==> config.mk <==
export PLATFORM = sky130hd
export DESIGN_NAME = firmware_update_receiver_unit
export DESIGN_NICKNAME = d
export VERILOG_FILES = /design/src/hdl/frx_pkg.sv /design/src/hdl/frx_core.sv /design/src/hdl/frx_seq.sv /design/src/hdl/firmware_update_receiver_unit.sv
export VERILOG_INCLUDE_DIRS = /design/src /design/src/hdl
export SDC_FILE = /design/constraint.sdc
export NUM_CORES = 1
export LEC_CHECK = 0
export BUFFER_PORTS_ARGS = -buffer_cell sky130_fd_sc_hd__buf_4
export CAP_MARGIN = 5
export CORE_MARGIN = 1
export CORE_UTILIZATION = 46
export CTS_CLUSTER_SIZE = 20
export DETAILED_ROUTE_END_ITERATION = 7
export GPL_TIMING_DRIVEN = 0
export PLACE_DENSITY_LB_ADDON = 0.2
export SLEW_MARGIN = 20
export SYNTH_ARGS = -nofsm -noshare
export SYNTH_HDL_FRONTEND = slang
export SYNTH_HIERARCHICAL = 1
export SYNTH_SLANG_ARGS = --single-unit
==> constraint.sdc <==
create_clock -name i_clk -period 6.7 [get_ports i_clk]
set_input_delay 1.34 -clock i_clk [delete_from_list [all_inputs] [get_ports i_clk]]
set_output_delay 1.34 -clock i_clk [all_outputs]
set_load 0.01 [all_outputs]
==> src/hdl/firmware_update_receiver_unit_assert.svh <==
// Assertion macros for the firmware update receiver.
`ifndef FIRMWARE_UPDATE_RECEIVER_UNIT_ASSERT_SVH
`define FIRMWARE_UPDATE_RECEIVER_UNIT_ASSERT_SVH
`ifndef SYNTH
`define FURU_ASSERT(lbl, prop, msg) \
    lbl: assert property (@(posedge i_clk) disable iff (!i_rst_n) prop) else $error(msg);
`define FURU_ASSERT_ANY(lbl, prop, msg) \
    lbl: assert property (@(posedge i_clk) prop) else $error(msg);
`else
`define FURU_ASSERT(lbl, prop, msg)
`define FURU_ASSERT_ANY(lbl, prop, msg)
`endif
`endif

==> src/hdl/frx_pkg.sv <==
// Types, constants and helpers shared by the firmware update receiver.
package frx_pkg;

    localparam int PAGE_BYTES      = 128;
    localparam int OFF_W           = $clog2(PAGE_BYTES);
    localparam int CFG_W           = 16;
    localparam int MAX_IMAGE_RESET = 28672;
    localparam int POS_W           = 5;
    localparam int POS_MAX         = 31;
    localparam int NSLOT           = 4;
    localparam int SLOT_W          = 2;

    localparam int SLOT_NOTIFY = 0;
    localparam int SLOT_FLASH  = 1;
    localparam int SLOT_COMMIT = 2;
    localparam int SLOT_RESP   = 3;

    typedef enum logic [2:0] {
        CMD_DATA      = 3'd0,
        CMD_INIT      = 3'd1,
        CMD_RECV      = 3'd2,
        CMD_VALIDATE  = 3'd3,
        CMD_ACTIVATE  = 3'd4,
        CMD_SYS_RESET = 3'd5,
        CMD_NOTIFY    = 3'd6
    } t_cmd;

    typedef enum logic [2:0] {
        PH_IDLE  = 3'd0,
        PH_READY = 3'd1,
        PH_INIT  = 3'd2,
        PH_DATA  = 3'd3,
        PH_VALID = 3'd4
    } t_phase;

    typedef enum logic [2:0] {
        KIND_RESPONSE    = 3'd0,
        KIND_NOTIFY      = 3'd1,
        KIND_FLASH_BYTE  = 3'd2,
        KIND_PAGE_COMMIT = 3'd3,
        KIND_RADIO_RESET = 3'd4,
        KIND_ACTIVATE    = 3'd5
    } t_kind;

    typedef enum logic [1:0] {
        PROC_START    = 2'd0,
        PROC_INIT     = 2'd1,
        PROC_IMAGE    = 2'd2,
        PROC_VALIDATE = 2'd3
    } t_proc;

    typedef enum logic {
        ST_SUCCESS    = 1'b0,
        ST_SIZE_ERROR = 1'b1
    } t_status;

    typedef struct packed {
        t_cmd        cmd;
        logic [7:0]  data_byte;
        logic        packet_last;
        logic [15:0] notify_interval;
    } t_item;

    typedef struct packed {
        t_kind       kind;
        t_proc       procedure;
        t_status     status;
        logic [31:0] byte_count;
        logic [15:0] flash_address;
        logic [7:0]  flash_data;
    } t_result;

    typedef struct packed {
        logic [NSLOT-1:0]          pend;
        t_result [NSLOT-1:0]       res;
    } t_bundle;

    function automatic t_result mk_result(t_kind kind, t_proc procedure, t_status status,
                                          logic [31:0] count, logic [15:0] addr,
                                          logic [7:0] data);
        t_result r;
        r.kind          = kind;
        r.procedure     = procedure;
        r.status        = status;
        r.byte_count    = count;
        r.flash_address = addr;
        r.flash_data    = data;
        return r;
    endfunction

endpackage

==> src/hdl/frx_core.sv <==
// Input register, update phase machine and per-word result bundle generation.
module frx_core import frx_pkg::*; (
    input  logic             i_clk,
    input  logic             i_rst_n,
    input  logic             i_cfg_we,
    input  logic [CFG_W-1:0] i_cfg_wdata,
    input  logic             i_in_valid,
    output logic             o_in_ready,
    input  t_item            i_item,
    output logic             o_bvalid,
    input  logic             i_bready,
    output t_bundle          o_bundle
);

    logic             r_in_valid;
    t_item            r_in;
    t_phase           r_phase, n_phase;
    logic [31:0]      r_image_size, n_image_size;
    logic [31:0]      r_bytes_rx, n_bytes_rx;
    logic [15:0]      r_page_base, n_page_base;
    logic [OFF_W-1:0] r_page_off, n_page_off;
    logic [15:0]      r_notify_target, n_notify_target;
    logic [15:0]      r_notify_cd, n_notify_cd;
    logic [POS_W-1:0] r_pkt_pos, n_pkt_pos;
    logic [CFG_W-1:0] r_max_image;

    logic             fire;
    logic             pos_first;
    logic [31:0]      size_new;
    logic             size_bad;
    logic [15:0]      cd_dec;
    logic             notify_hit;
    logic [OFF_W:0]   off_inc;
    logic             page_full;
    logic [31:0]      br_inc;
    logic             img_done;
    logic [POS_W-1:0] pos_next;
    t_bundle          bundle;

    assign fire       = r_in_valid && i_bready;
    assign o_in_ready = !r_in_valid || i_bready;

    assign pos_first  = (r_pkt_pos == '0);
    assign size_new   = (pos_first ? 32'd0 : r_image_size)
                      | ((r_pkt_pos[POS_W-1:2] == '0)
                         ? ({24'd0, r_in.data_byte} << {r_pkt_pos[1:0], 3'b000}) : 32'd0);
    assign size_bad   = (size_new == 32'd0) || (size_new > {16'd0, r_max_image});
    assign cd_dec     = r_notify_cd - 16'd1;
    assign notify_hit = pos_first && (r_notify_target != 16'd0) && (cd_dec == 16'd0);
    assign off_inc    = {1'b0, r_page_off} + (OFF_W+1)'(1);
    assign page_full  = (off_inc >= (OFF_W+1)'(PAGE_BYTES));
    assign br_inc     = r_bytes_rx + 32'd1;
    assign img_done   = r_in.packet_last && (br_inc == r_image_size);
    assign pos_next   = r_in.packet_last ? '0
                      : ((r_pkt_pos != POS_W'(POS_MAX)) ? r_pkt_pos + POS_W'(1) : r_pkt_pos);

    always_comb begin
        n_phase = r_phase;
        if (fire) begin
            unique case (r_in.cmd)
                CMD_DATA: begin
                    if (r_phase == PH_IDLE && r_in.packet_last && !size_bad) begin
                        n_phase = PH_READY;
                    end
                end
                CMD_INIT: begin
                    if (r_phase == PH_READY) begin
                        n_phase = PH_INIT;
                    end
                end
                CMD_RECV: begin
                    if (r_phase == PH_READY || r_phase == PH_INIT) begin
                        n_phase = PH_DATA;
                    end
                end
                CMD_VALIDATE: begin
                    if (r_phase == PH_DATA) begin
                        n_phase = PH_VALID;
                    end
                end
                CMD_SYS_RESET: n_phase = PH_IDLE;
                default: n_phase = r_phase;
            endcase
        end
    end

    always_comb begin
        n_image_size    = r_image_size;
        n_bytes_rx      = r_bytes_rx;
        n_page_base     = r_page_base;
        n_page_off      = r_page_off;
        n_notify_target = r_notify_target;
        n_notify_cd     = r_notify_cd;
        n_pkt_pos       = r_pkt_pos;
        bundle          = '0;
        if (fire) begin
            unique case (r_in.cmd)
                CMD_DATA: begin
                    n_pkt_pos = pos_next;
                    if (r_phase == PH_IDLE) begin
                        n_image_size = size_new;
                        if (r_in.packet_last) begin
                            bundle.pend[SLOT_RESP] = 1'b1;
                            bundle.res[SLOT_RESP]  = mk_result(KIND_RESPONSE, PROC_START,
                                size_bad ? ST_SIZE_ERROR : ST_SUCCESS, 32'd0, 16'd0, 8'd0);
                            if (!size_bad) begin
                                n_bytes_rx  = '0;
                                n_page_base = '0;
                                n_page_off  = '0;
                            end
                        end
                    end else if (r_phase == PH_INIT) begin
                        if (r_in.packet_last) begin
                            bundle.pend[SLOT_RESP] = 1'b1;
                            bundle.res[SLOT_RESP]  = mk_result(KIND_RESPONSE, PROC_INIT,
                                ST_SUCCESS, 32'd0, 16'd0, 8'd0);
                        end
                    end else if (r_phase == PH_DATA) begin
                        if (pos_first && r_notify_target != 16'd0) begin
                            n_notify_cd = notify_hit ? r_notify_target : cd_dec;
                        end
                        if (notify_hit) begin
                            bundle.pend[SLOT_NOTIFY] = 1'b1;
                            bundle.res[SLOT_NOTIFY]  = mk_result(KIND_NOTIFY, PROC_START,
                                ST_SUCCESS, r_bytes_rx, 16'd0, 8'd0);
                        end
                        bundle.pend[SLOT_FLASH] = 1'b1;
                        bundle.res[SLOT_FLASH]  = mk_result(KIND_FLASH_BYTE, PROC_START,
                            ST_SUCCESS, 32'd0, r_page_base + 16'(r_page_off), r_in.data_byte);
                        n_bytes_rx = br_inc;
                        // A full page and a completed image both close the current page.
                        if (page_full || img_done) begin
                            bundle.pend[SLOT_COMMIT] = 1'b1;
                            bundle.res[SLOT_COMMIT]  = mk_result(KIND_PAGE_COMMIT, PROC_START,
                                ST_SUCCESS, 32'd0, r_page_base, 8'd0);
                            n_page_base = r_page_base + 16'(PAGE_BYTES);
                            n_page_off  = '0;
                        end else begin
                            n_page_off = off_inc[OFF_W-1:0];
                        end
                        if (img_done) begin
                            bundle.pend[SLOT_RESP] = 1'b1;
                            bundle.res[SLOT_RESP]  = mk_result(KIND_RESPONSE, PROC_IMAGE,
                                ST_SUCCESS, 32'd0, 16'd0, 8'd0);
                        end
                    end
                end
                CMD_VALIDATE: begin
                    if (r_phase == PH_DATA && r_bytes_rx == r_image_size) begin
                        bundle.pend[SLOT_RESP] = 1'b1;
                        bundle.res[SLOT_RESP]  = mk_result(KIND_RESPONSE, PROC_VALIDATE,
                            ST_SUCCESS, 32'd0, 16'd0, 8'd0);
                    end
                end
                CMD_ACTIVATE: begin
                    if (r_phase == PH_VALID) begin
                        bundle.pend[SLOT_RESP] = 1'b1;
                        bundle.res[SLOT_RESP]  = mk_result(KIND_ACTIVATE, PROC_START,
                            ST_SUCCESS, 32'd0, 16'd0, 8'd0);
                    end
                end
                CMD_SYS_RESET: begin
                    n_pkt_pos              = '0;
                    bundle.pend[SLOT_RESP] = 1'b1;
                    bundle.res[SLOT_RESP]  = mk_result(KIND_RADIO_RESET, PROC_START,
                        ST_SUCCESS, 32'd0, 16'd0, 8'd0);
                end
                CMD_NOTIFY: begin
                    n_notify_target = r_in.notify_interval;
                    n_notify_cd     = r_in.notify_interval;
                end
                default: bundle = '0;
            endcase
        end
    end

    assign o_bvalid = fire && (bundle.pend != '0);
    assign o_bundle = bundle;

    always_ff @(posedge i_clk) begin
        if (!i_rst_n) begin
            r_in_valid      <= 1'b0;
            r_phase         <= PH_IDLE;
            r_image_size    <= '0;
            r_bytes_rx      <= '0;
            r_page_base     <= '0;
            r_page_off      <= '0;
            r_notify_target <= '0;
            r_notify_cd     <= '0;
            r_pkt_pos       <= '0;
            r_max_image     <= CFG_W'(MAX_IMAGE_RESET);
        end else begin
            if (o_in_ready) begin
                r_in_valid <= i_in_valid;
            end
            r_phase         <= n_phase;
            r_image_size    <= n_image_size;
            r_bytes_rx      <= n_bytes_rx;
            r_page_base     <= n_page_base;
            r_page_off      <= n_page_off;
            r_notify_target <= n_notify_target;
            r_notify_cd     <= n_notify_cd;
            r_pkt_pos       <= n_pkt_pos;
            if (i_cfg_we) begin
                r_max_image <= i_cfg_wdata;
            end
        end
    end

    always_ff @(posedge i_clk) begin
        if (i_in_valid && o_in_ready) begin
            r_in <= i_item;
        end
    end

endmodule

==> src/hdl/frx_seq.sv <==
// Result bundle register and output register that deliver one result word per cycle while the output is not stalled.
module frx_seq import frx_pkg::*; (
    input  logic    i_clk,
    input  logic    i_rst_n,
    input  logic    i_bvalid,
    output logic    o_bready,
    input  t_bundle i_bundle,
    output logic    o_valid,
    input  logic    i_ready,
    output t_result o_result,
    output logic    o_last
);

    logic                r_bvalid;
    logic [NSLOT-1:0]    r_pend, n_pend;
    t_result [NSLOT-1:0] r_res;
    logic                r_ovalid;
    t_result             r_out;
    logic                r_last;

    logic                out_free;
    logic                pop;
    logic [SLOT_W-1:0]   sel;
    logic                sel_last;

    always_comb begin
        sel = '0;
        for (int i = NSLOT - 1; i >= 0; i--) begin
            if (r_pend[i]) begin
                sel = SLOT_W'(i);
            end
        end
    end

    assign n_pend   = r_pend & ~(NSLOT'(1) << sel);
    assign sel_last = (n_pend == '0);
    assign out_free = !r_ovalid || i_ready;
    assign pop      = r_bvalid && out_free;
    assign o_bready = !r_bvalid || (out_free && sel_last);

    always_ff @(posedge i_clk) begin
        if (!i_rst_n) begin
            r_bvalid <= 1'b0;
            r_pend   <= '0;
            r_ovalid <= 1'b0;
        end else begin
            if (i_bvalid && o_bready) begin
                r_bvalid <= 1'b1;
                r_pend   <= i_bundle.pend;
            end else if (pop) begin
                r_bvalid <= !sel_last;
                r_pend   <= n_pend;
            end
            if (out_free) begin
                r_ovalid <= pop;
            end
        end
    end

    always_ff @(posedge i_clk) begin
        if (i_bvalid && o_bready) begin
            r_res <= i_bundle.res;
        end
        if (pop) begin
            r_out  <= r_res[sel];
            r_last <= sel_last;
        end
    end

    assign o_valid  = r_ovalid;
    assign o_result = r_out;
    assign o_last   = r_last;

endmodule

==> src/hdl/firmware_update_receiver_unit.sv <==
// A word passes the input register, the result bundle register and the output register
// before its first result word shows. One input word per cycle when it yields at most one
// result word and the output does not stall; otherwise input waits until the bundle drains.
// Up to four result words per input word; the output register sets the delivery rate.
// Reset is synchronous and active low; it clears the phase, counters and handshakes and
// restores the maximum image size register to 28672.
`include "firmware_update_receiver_unit_assert.svh"
module firmware_update_receiver_unit import frx_pkg::*; (
    input  logic        i_clk,
    input  logic        i_rst_n,
    input  logic        i_cfg_we,
    input  logic [15:0] i_cfg_wdata,
    input  logic        i_s_tvalid,
    output logic        o_s_tready,
    input  logic [23:0] i_s_tdata,   // data_byte[7:0], notify_interval[23:8]
    input  logic [2:0]  i_s_tuser,   // cmd[2:0]
    input  logic        i_s_tlast,
    output logic        o_m_tvalid,
    input  logic        i_m_tready,
    output logic [63:0] o_m_tdata,   // procedure[1:0], status[2], byte_count[34:3],
                                     // flash_address[50:35], flash_data[58:51], zero[63:59]
    output logic [2:0]  o_m_tuser,   // kind[2:0]
    output logic        o_m_tlast
);

    t_item   item;
    logic    bvalid;
    logic    bready;
    t_bundle bundle;
    t_result result;
    logic    last;
    logic    out_resp;
    logic    out_notify;
    logic    out_stall;

    assign item.cmd             = t_cmd'(i_s_tuser);
    assign item.data_byte       = i_s_tdata[7:0];
    assign item.packet_last     = i_s_tlast;
    assign item.notify_interval = i_s_tdata[23:8];

    frx_core u_core (
        .i_clk       (i_clk),
        .i_rst_n     (i_rst_n),
        .i_cfg_we    (i_cfg_we),
        .i_cfg_wdata (i_cfg_wdata),
        .i_in_valid  (i_s_tvalid),
        .o_in_ready  (o_s_tready),
        .i_item      (item),
        .o_bvalid    (bvalid),
        .i_bready    (bready),
        .o_bundle    (bundle)
    );

    frx_seq u_seq (
        .i_clk    (i_clk),
        .i_rst_n  (i_rst_n),
        .i_bvalid (bvalid),
        .o_bready (bready),
        .i_bundle (bundle),
        .o_valid  (o_m_tvalid),
        .i_ready  (i_m_tready),
        .o_result (result),
        .o_last   (last)
    );

    assign o_m_tdata = {5'd0, result.flash_data, result.flash_address, result.byte_count,
                        result.status, result.procedure};
    assign o_m_tuser = result.kind;
    assign o_m_tlast = last;

    assign out_resp   = o_m_tvalid && (o_m_tuser == KIND_RESPONSE);
    assign out_notify = o_m_tvalid && (o_m_tuser == KIND_NOTIFY);
    assign out_stall  = o_m_tvalid && !i_m_tready;

    `FURU_ASSERT_ANY(a_reset_idle, !i_rst_n |=> !o_m_tvalid, "output valid after reset")
    `FURU_ASSERT(a_resp_last, out_resp |-> o_m_tlast, "response not last")
    `FURU_ASSERT(a_notify_not_last, out_notify |-> !o_m_tlast, "notification marked last")
    `FURU_ASSERT(a_out_hold, out_stall |=> o_m_tvalid && $stable(o_m_tdata), "stalled word changed")

endmodule
==> impl_metrics.toml, run 1 <==
[setup_path]
required_ns = 6.91
worstSetupPathType = "flip-flop to flip-flop"
cp-end-kind = "flip-flop"
worstSetupStartpointType = "flip-flop"
crit_fanout = 109
cp.arrival_ns = 6.22

[logic_synthesis]
synth_cell_types = 74
ys_seq_area_share_pct = 59.20
synth-seq-cells = 482
synth_flop_cell = "edfxtp_1"
syn_area_per_cell_sq_um = 11.35
syn_inst = 1941
synth_area_sq_um = 22030
yosysWarningCount = 6
synth-async-reset-ratio_pct = 0
synth_edf_count = 339

[timing]
worstMarginPinSlew_ns = 0.9350
fmax_ghz = 0.1664
min_period_ns = 6.009
finalSetupViolations = 0
maxSlewHeadroom_pct = 37.29
finClkSkew_ns = 0.02075
hold_slack_ns = 0.4722
rsz0062_at_grt = "no"
min_period_over_period_pct = 89.69
finalHoldViolCount = 0
drv_slew = 0

[layout]
nets = 2360
fillers = 4142
final_cell_area_sq_um = 26000
stdcell_count = 2935
final_cell_mix = "edfxtp_1 (339), buf_4 (302), nor2_1 (180), conb_1 (179), a22oi_1 (144)"
area_delta_synth_final_pct = 18.02
fin_util_pct = 55.49
drive_above_1_share_pct = 18.13
final_common_cell = "edfxtp_1"
antenna_cells = 0

[floorplan]
die_x_um = 220.8
row_count = 79
start_util_pct = 47.02
coreArea_sq_um = 46850
chipHeight_um = 220.8
die_area_sq_um = 48770
io_pins = 119

[detailed_routing]
drc = 6
routed_wirelength_um = 51420
met2_length_um = 24780
postRouteAntennaNets = 0
route.met3.wl_um = 2227
via_per_inst = 5.176
routedWlPerCell_um = 17.52
wl_met1_um = 23290
vias = 15193
top_layer = "met4"
drt_pass1_iterations = 7
drt_iter0_markers = 1090

[clock_network]
post_cts_resize_count = 0
clk_pin_slew_ns = 0.06
cts_hold_buf = 0
clk_path_buf_depth = 3
clockRootBuffer = "clkbuf_16"
cts-buffers-inserted = 51
clk_latency_ns = 0.59
postCtsSetupRepairBufs = 0
htree_num_levels = 2
cts_tree = "done"
cts.sinks = 482

[global_routing]
grt_max_degree = 110
grt_usage_pct = 21.08
antenna_found_initial = 0
gr-total-overflow = 0
grt_pass1_wl_um = 81160
grt_pass1_vias = 14728

[power_and_ir_drop]
intPower_mw = 4.940
leakagePower_nw = 9.855
p_switching_mw = 1.326
combPwrFrac_pct = 5.1
swShare_pct = 21.16
ir_worst_vdd_mv = 0.1661
p_clk_share_pct = 43.1
power.density_nw_per_um2 = 241.0
seq_power_share_pct = 51.9

[status]
violations = "DRC"
outcome = "finished with violations"

[placed_design]
hpwlAfterDp_um = 36720
place_congestion = 0.9330
place.port_buffers = 112
dp_cells = 2841
placed_area_sq_um = 24400

[min_path]
worstHoldPathType = "flip-flop to flip-flop"

[run]
drv_cap = 0
## final cells by class
type	instances	area (sq um)	area share, %
sequential	482	13040	50.16
multi-input combinational	1294	7607	29.26
buffer	299	1897	7.295
clock buffer	73	1439	5.534
timing repair buffer	116	930.9	3.580
tap	607	759.5	2.921
inverter	43	163.9	0.6304
clock inverter	21	160.2	0.6160
## cells by family (layout without fill, tap and decap cells)
logic type	count (synthesis)	in the layout	synth area share [%]
flip-flops	482	482	59.20
XOR/XNOR	87	87	3.459
adder cells (fa/ha/maj)	25	25	1.409
multiplexers	40	40	1.829
AND/OR/NAND/NOR	561	561	12.81
other	2	179	0.03409
buffers and inverters	342	552	9.309
AO/OA/AOI/OAI	402	402	11.94
## per-layer routing
layer  global-route usage (%)  vias up
met5                        0        -
met4                    5.978        0
met3                    3.266       80
met2                    35.55      332
met1                    28.17     7340
li1                         -     7441
## flip-flops by register name, summed over array words and instances (netlist names)
| name | cells |
|---|---|
| u_core/r_image_size | 32 |
| u_core/r_pkt_pos | 5 |
| u_core/r_notify_cd | 16 |
| u_core/r_in_valid | 1 |
| u_core/r_page_base | 9 |
| u_core/r_notify_target | 16 |
| u_core/r_phase | 3 |
| u_seq/o_last | 1 |
| u_core/r_page_off | 7 |
| u_seq/r_res | 248 |
| u_seq/r_pend | 4 |
| u_core/r_max_image | 16 |
| u_seq/r_bvalid | 1 |
| u_core/r_in | 28 |
| u_core/r_bytes_rx | 32 |
| u_seq/o_valid | 1 |
| u_seq/o_result | 62 |
## through the flow
stage                     power (mW)  TNS [ns]  setup slack (ns)
after global placement         3.616    -30.37           -0.1796
after CTS                      6.325         0            0.7386
after floorplan                3.535         0             1.455
after detailed placement       3.623         0            0.7851
final                          6.266         0            0.6907
after global routing           6.487         0            0.3050
## worst max-delay path, cell delays in order, from the launching register on
cell and delay (ns):
dfxtp_1 0.51, ha_1 0.35, nand3_2 0.25, or4_1 0.65, nor4_2 0.40, xnor2_1 0.18
a2bb2oi_1 0.19, nand3_1 0.10, nor4_2 0.68, a31oi_1 0.23, a21oi_1 0.26, or2_2 0.21
and3_1 0.19, buf_8 0.43, buf_16 0.38, buf_16 0.44
## worst paths after layout
kind	startpoint	endpoint	slack (ns)	cells past startpoint
max reg2reg	u_core/r_bytes_rx[0]$_SDFFE_PN0P_	u_seq/r_res[5]$_DFFE_PP_	0.69	15
min reg2reg	u_core/r_notify_target[8]$_SDFFE_PN0P_	u_core/r_notify_target[8]$_SDFFE_PN0P_	0.47	2
max	u_core/r_bytes_rx[0]$_SDFFE_PN0P_	u_seq/r_res[5]$_DFFE_PP_	0.69	15
min	u_core/r_notify_target[8]$_SDFFE_PN0P_	u_core/r_notify_target[8]$_SDFFE_PN0P_	0.47	2
## power groups by stage
stage	registers, mW	logic (mW)	clock network (mW)
3_3_place_gp	3.31	0.302	0
4_1_cts	3.25	0.312	2.76
5_1_grt	3.25	0.353	2.88
6_report	3.25	0.318	2.70
3_5_place_dp	3.31	0.310	0
2_1_floorplan	3.30	0.236	0
## cell usage after synthesis, types with 10 or more instances
cell type / count / area, sq um
edfxtp_1: 339 / 10180
buf_4: 190 / 1426
nor2_1: 180 / 675.7
a22oi_1: 144 / 1081
dfxtp_1: 143 / 2863
nand2_1: 93 / 349.1
o21ai_0: 86 / 430.4
clkbuf_1: 79 / 296.5
a21oi_1: 68 / 340.3
and2_1: 67 / 419.2
nor3_1: 56 / 280.3
xnor2_1: 48 / 420.4
inv_1: 42 / 157.7
xor2_1: 39 / 341.6
mux2i_1: 38 / 380.4
nand4_1: 34 / 212.7
nor4_1: 32 / 200.2
nand3_1: 28 / 140.1
ha_1: 24 / 300.3
buf_2: 22 / 110.1
o21ai_1: 15 / 75.07
a211oi_1: 14 / 105.1
a22o_1: 14 / 122.6
a31oi_1: 10 / 62.56
or3_1: 10 / 62.56
No activity file was read; power rests on OpenSTA's default activity.
==> run 2: changes to the inputs <==
--- a/config.mk
+++ b/config.mk
@@ -8,6 +8,7 @@
 export LEC_CHECK = 0
 export BUFFER_PORTS_ARGS = -buffer_cell sky130_fd_sc_hd__buf_4
 export CAP_MARGIN = 5
+export CORE_ASPECT_RATIO = 1.25
 export CORE_MARGIN = 1
 export CORE_UTILIZATION = 46
 export CTS_CLUSTER_SIZE = 20
==> run 2 against run 1 <==
Net effect: the flow now finishes without violations; via count shrank 0.39%; cell count increased by 0.99%; flip-flop and latch count is the same; critical path depth stayed put; total power grew 1.4%; worst hold slack better by 0.0073 ns; count of clock-buffer cells in the layout shrank 9; largest cell class unchanged.
==> impl_metrics.toml, run 2 (same netlist as run 1, synthesis figures left out) <==
[layout]
fillers = 4199
fin_util_pct = 55.24
nets = 2359
area_delta_synth_final_pct = 18.40
antenna_cells = 0
top_register = "u_seq/r_res"
drive_above_1_share_pct = 18.22
final_common_cell = "edfxtp_1"
largest_reg_flops = 248
final_cell_mix = "edfxtp_1 (339), buf_4 (302), nor2_1 (180), conb_1 (179), a22oi_1 (144)"

[global_routing]
gr-total-overflow = 0
grt_pass1_vias = 14790
grt_usage_pct = 21.36
grt_max_degree = 105
grt_pass1_wl_um = 80210
antenna_found_initial = 0

[clock_network]
cts.sinks = 482
clk_pin_slew_ns = 0.06
clk_latency_ns = 0.59
htree_num_levels = 2
clk_path_buf_depth = 3
post_cts_resize_count = 0
postCtsSetupRepairBufs = 0
cts_tree = "done"
clockRootBuffer = "clkbuf_16"
cts_hold_buf = 0
cts-buffers-inserted = 50

[status]
outcome = "finished clean"

[detailed_routing]
drc = 0
vias = 15133
routed_wirelength_um = 51210
drt_pass1_iterations = 5
via_per_inst = 5.106
postRouteAntennaNets = 0
drt_iter0_markers = 1096
routedWlPerCell_um = 17.28

[setup_path]
crit_slowest_cell = "nor4_2"
worstSetupStartpointType = "flip-flop"
worstSetupPathType = "flip-flop to flip-flop"
worstPathCellList = "ha_1, nand3_2, or4_1, nor4_2, xnor2_1, a2bb2oi_1, nand3_1, nor4_2, a31oi_1, a21oi_1, or2_2, and3_1, buf_8, buf_16, buf_16"
cp_slowest_stage_delay_ns = 0.71
path_buf_inv = 3
crit_fanout = 104
cp-end-kind = "flip-flop"
crit_family = "simple AND/OR/NAND/NOR gates"
required_ns = 6.91
cp.arrival_ns = 6.26

[power_and_ir_drop]
leakagePower_nw = 9.884
ir_worst_vdd_mv = 0.1762
power.density_nw_per_um2 = 243.7
fin_total_pwr_mw = 6.356

[min_path]
worstHoldPathType = "flip-flop to flip-flop"

[floorplan]
start_util_pct = 46.66
die_area_sq_um = 48780
coreArea_sq_um = 47220
row_count = 89
chipHeight_um = 246.7
die_x_um = 197.7
io_pins = 119

[placed_design]
place.port_buffers = 112
hpwlAfterDp_um = 37230
place_congestion = 0.9035

[timing]
hold_slack_ns = 0.4795
min_period_over_period_pct = 90.18
worstMarginPinSlew_ns = 0.9541
drv_slew = 0
finalSetupViolations = 0
rsz0062_at_grt = "no"
fmax_ghz = 0.1655
maxSlewHeadroom_pct = 35.72
finClkSkew_ns = 0.03085
finalHoldViolCount = 0
min_period_ns = 6.042

[run]
drv_cap = 0
run 2: cell count changes in the layout (fill, tap and decap cells not counted):
cell and change:
clkbuf_16 +1, clkinv_2 +3, inv_4 -1, inv_6 +2, buf_12 +1, bufinv_16 +3
clkinv_1 +2, clkbuf_1 -5, buf_16 -1, clkbuf_8 -5, clkinvlp_4 -1
run 2: metrics by stage:
stage          setup TNS [ns]  instances  setup WS (ns)  cell area [sq um]
4_1_cts                     0       2964         0.7201              26080
3_5_place_dp                0       2871         0.7644              24430
6_report                    0       2964         0.6582              26080
3_3_place_gp           -31.95       2867        -0.1917              24330
5_1_grt                     0       2964         0.2838              26080
2_1_floorplan               0       2118          1.455              22690
run 2: routing by layer:
| metal | part of all wire (%) | vias up | track usage [%] |
|---|---|---|---|
| li1 | - | 7446 | - |
| met1 | 41 | 7220 | 26.40 |
| met2 | 50 | 365 | 37.46 |
| met3 | 4.4 | 102 | 2.973 |
| met4 | 3.8 | 0 | 8.618 |
| met5 | 0 | - | 0 |
run 2: cell type report:
type	instances	area, sq um	share of cell area (%)
sequential	482	13040	50.00
multi-input combinational	1294	7607	29.16
buffer	299	1897	7.272
clock buffer	64	1376	5.277
timing repair buffer	116	923.4	3.540
tap	637	797.0	3.056
clock inverter	29	276.5	1.060
inverter	43	163.9	0.6284
run 2: worst paths after layout:
path / cells past startpoint / slack [ns] / start / endpoint
worst max-delay path: 15 / 0.66 / u_core/r_bytes_rx[0]$_SDFFE_PN0P_ / u_seq/r_res[5]$_DFFE_PP_
worst min-delay path: 2 / 0.48 / u_core/r_page_base[15]$_SDFFE_PN0P_ / u_core/r_page_base[15]$_SDFFE_PN0P_
worst max register to register: 15 / 0.66 / u_core/r_bytes_rx[0]$_SDFFE_PN0P_ / u_seq/r_res[5]$_DFFE_PP_
worst min register to register: 2 / 0.48 / u_core/r_page_base[15]$_SDFFE_PN0P_ / u_core/r_page_base[15]$_SDFFE_PN0P_
run 2: tightest hold or removal path, stage by stage, from the launching register on:
cell and delay, ns:
dfxtp_1 0.32, o31ai_1 0.06, a21oi_1 0.05
run 2: where the power goes:
part           switching [mW]  internal (mW)
Combinational           0.164          0.155
Sequential             0.0309           3.22
Clock                    1.14           1.65
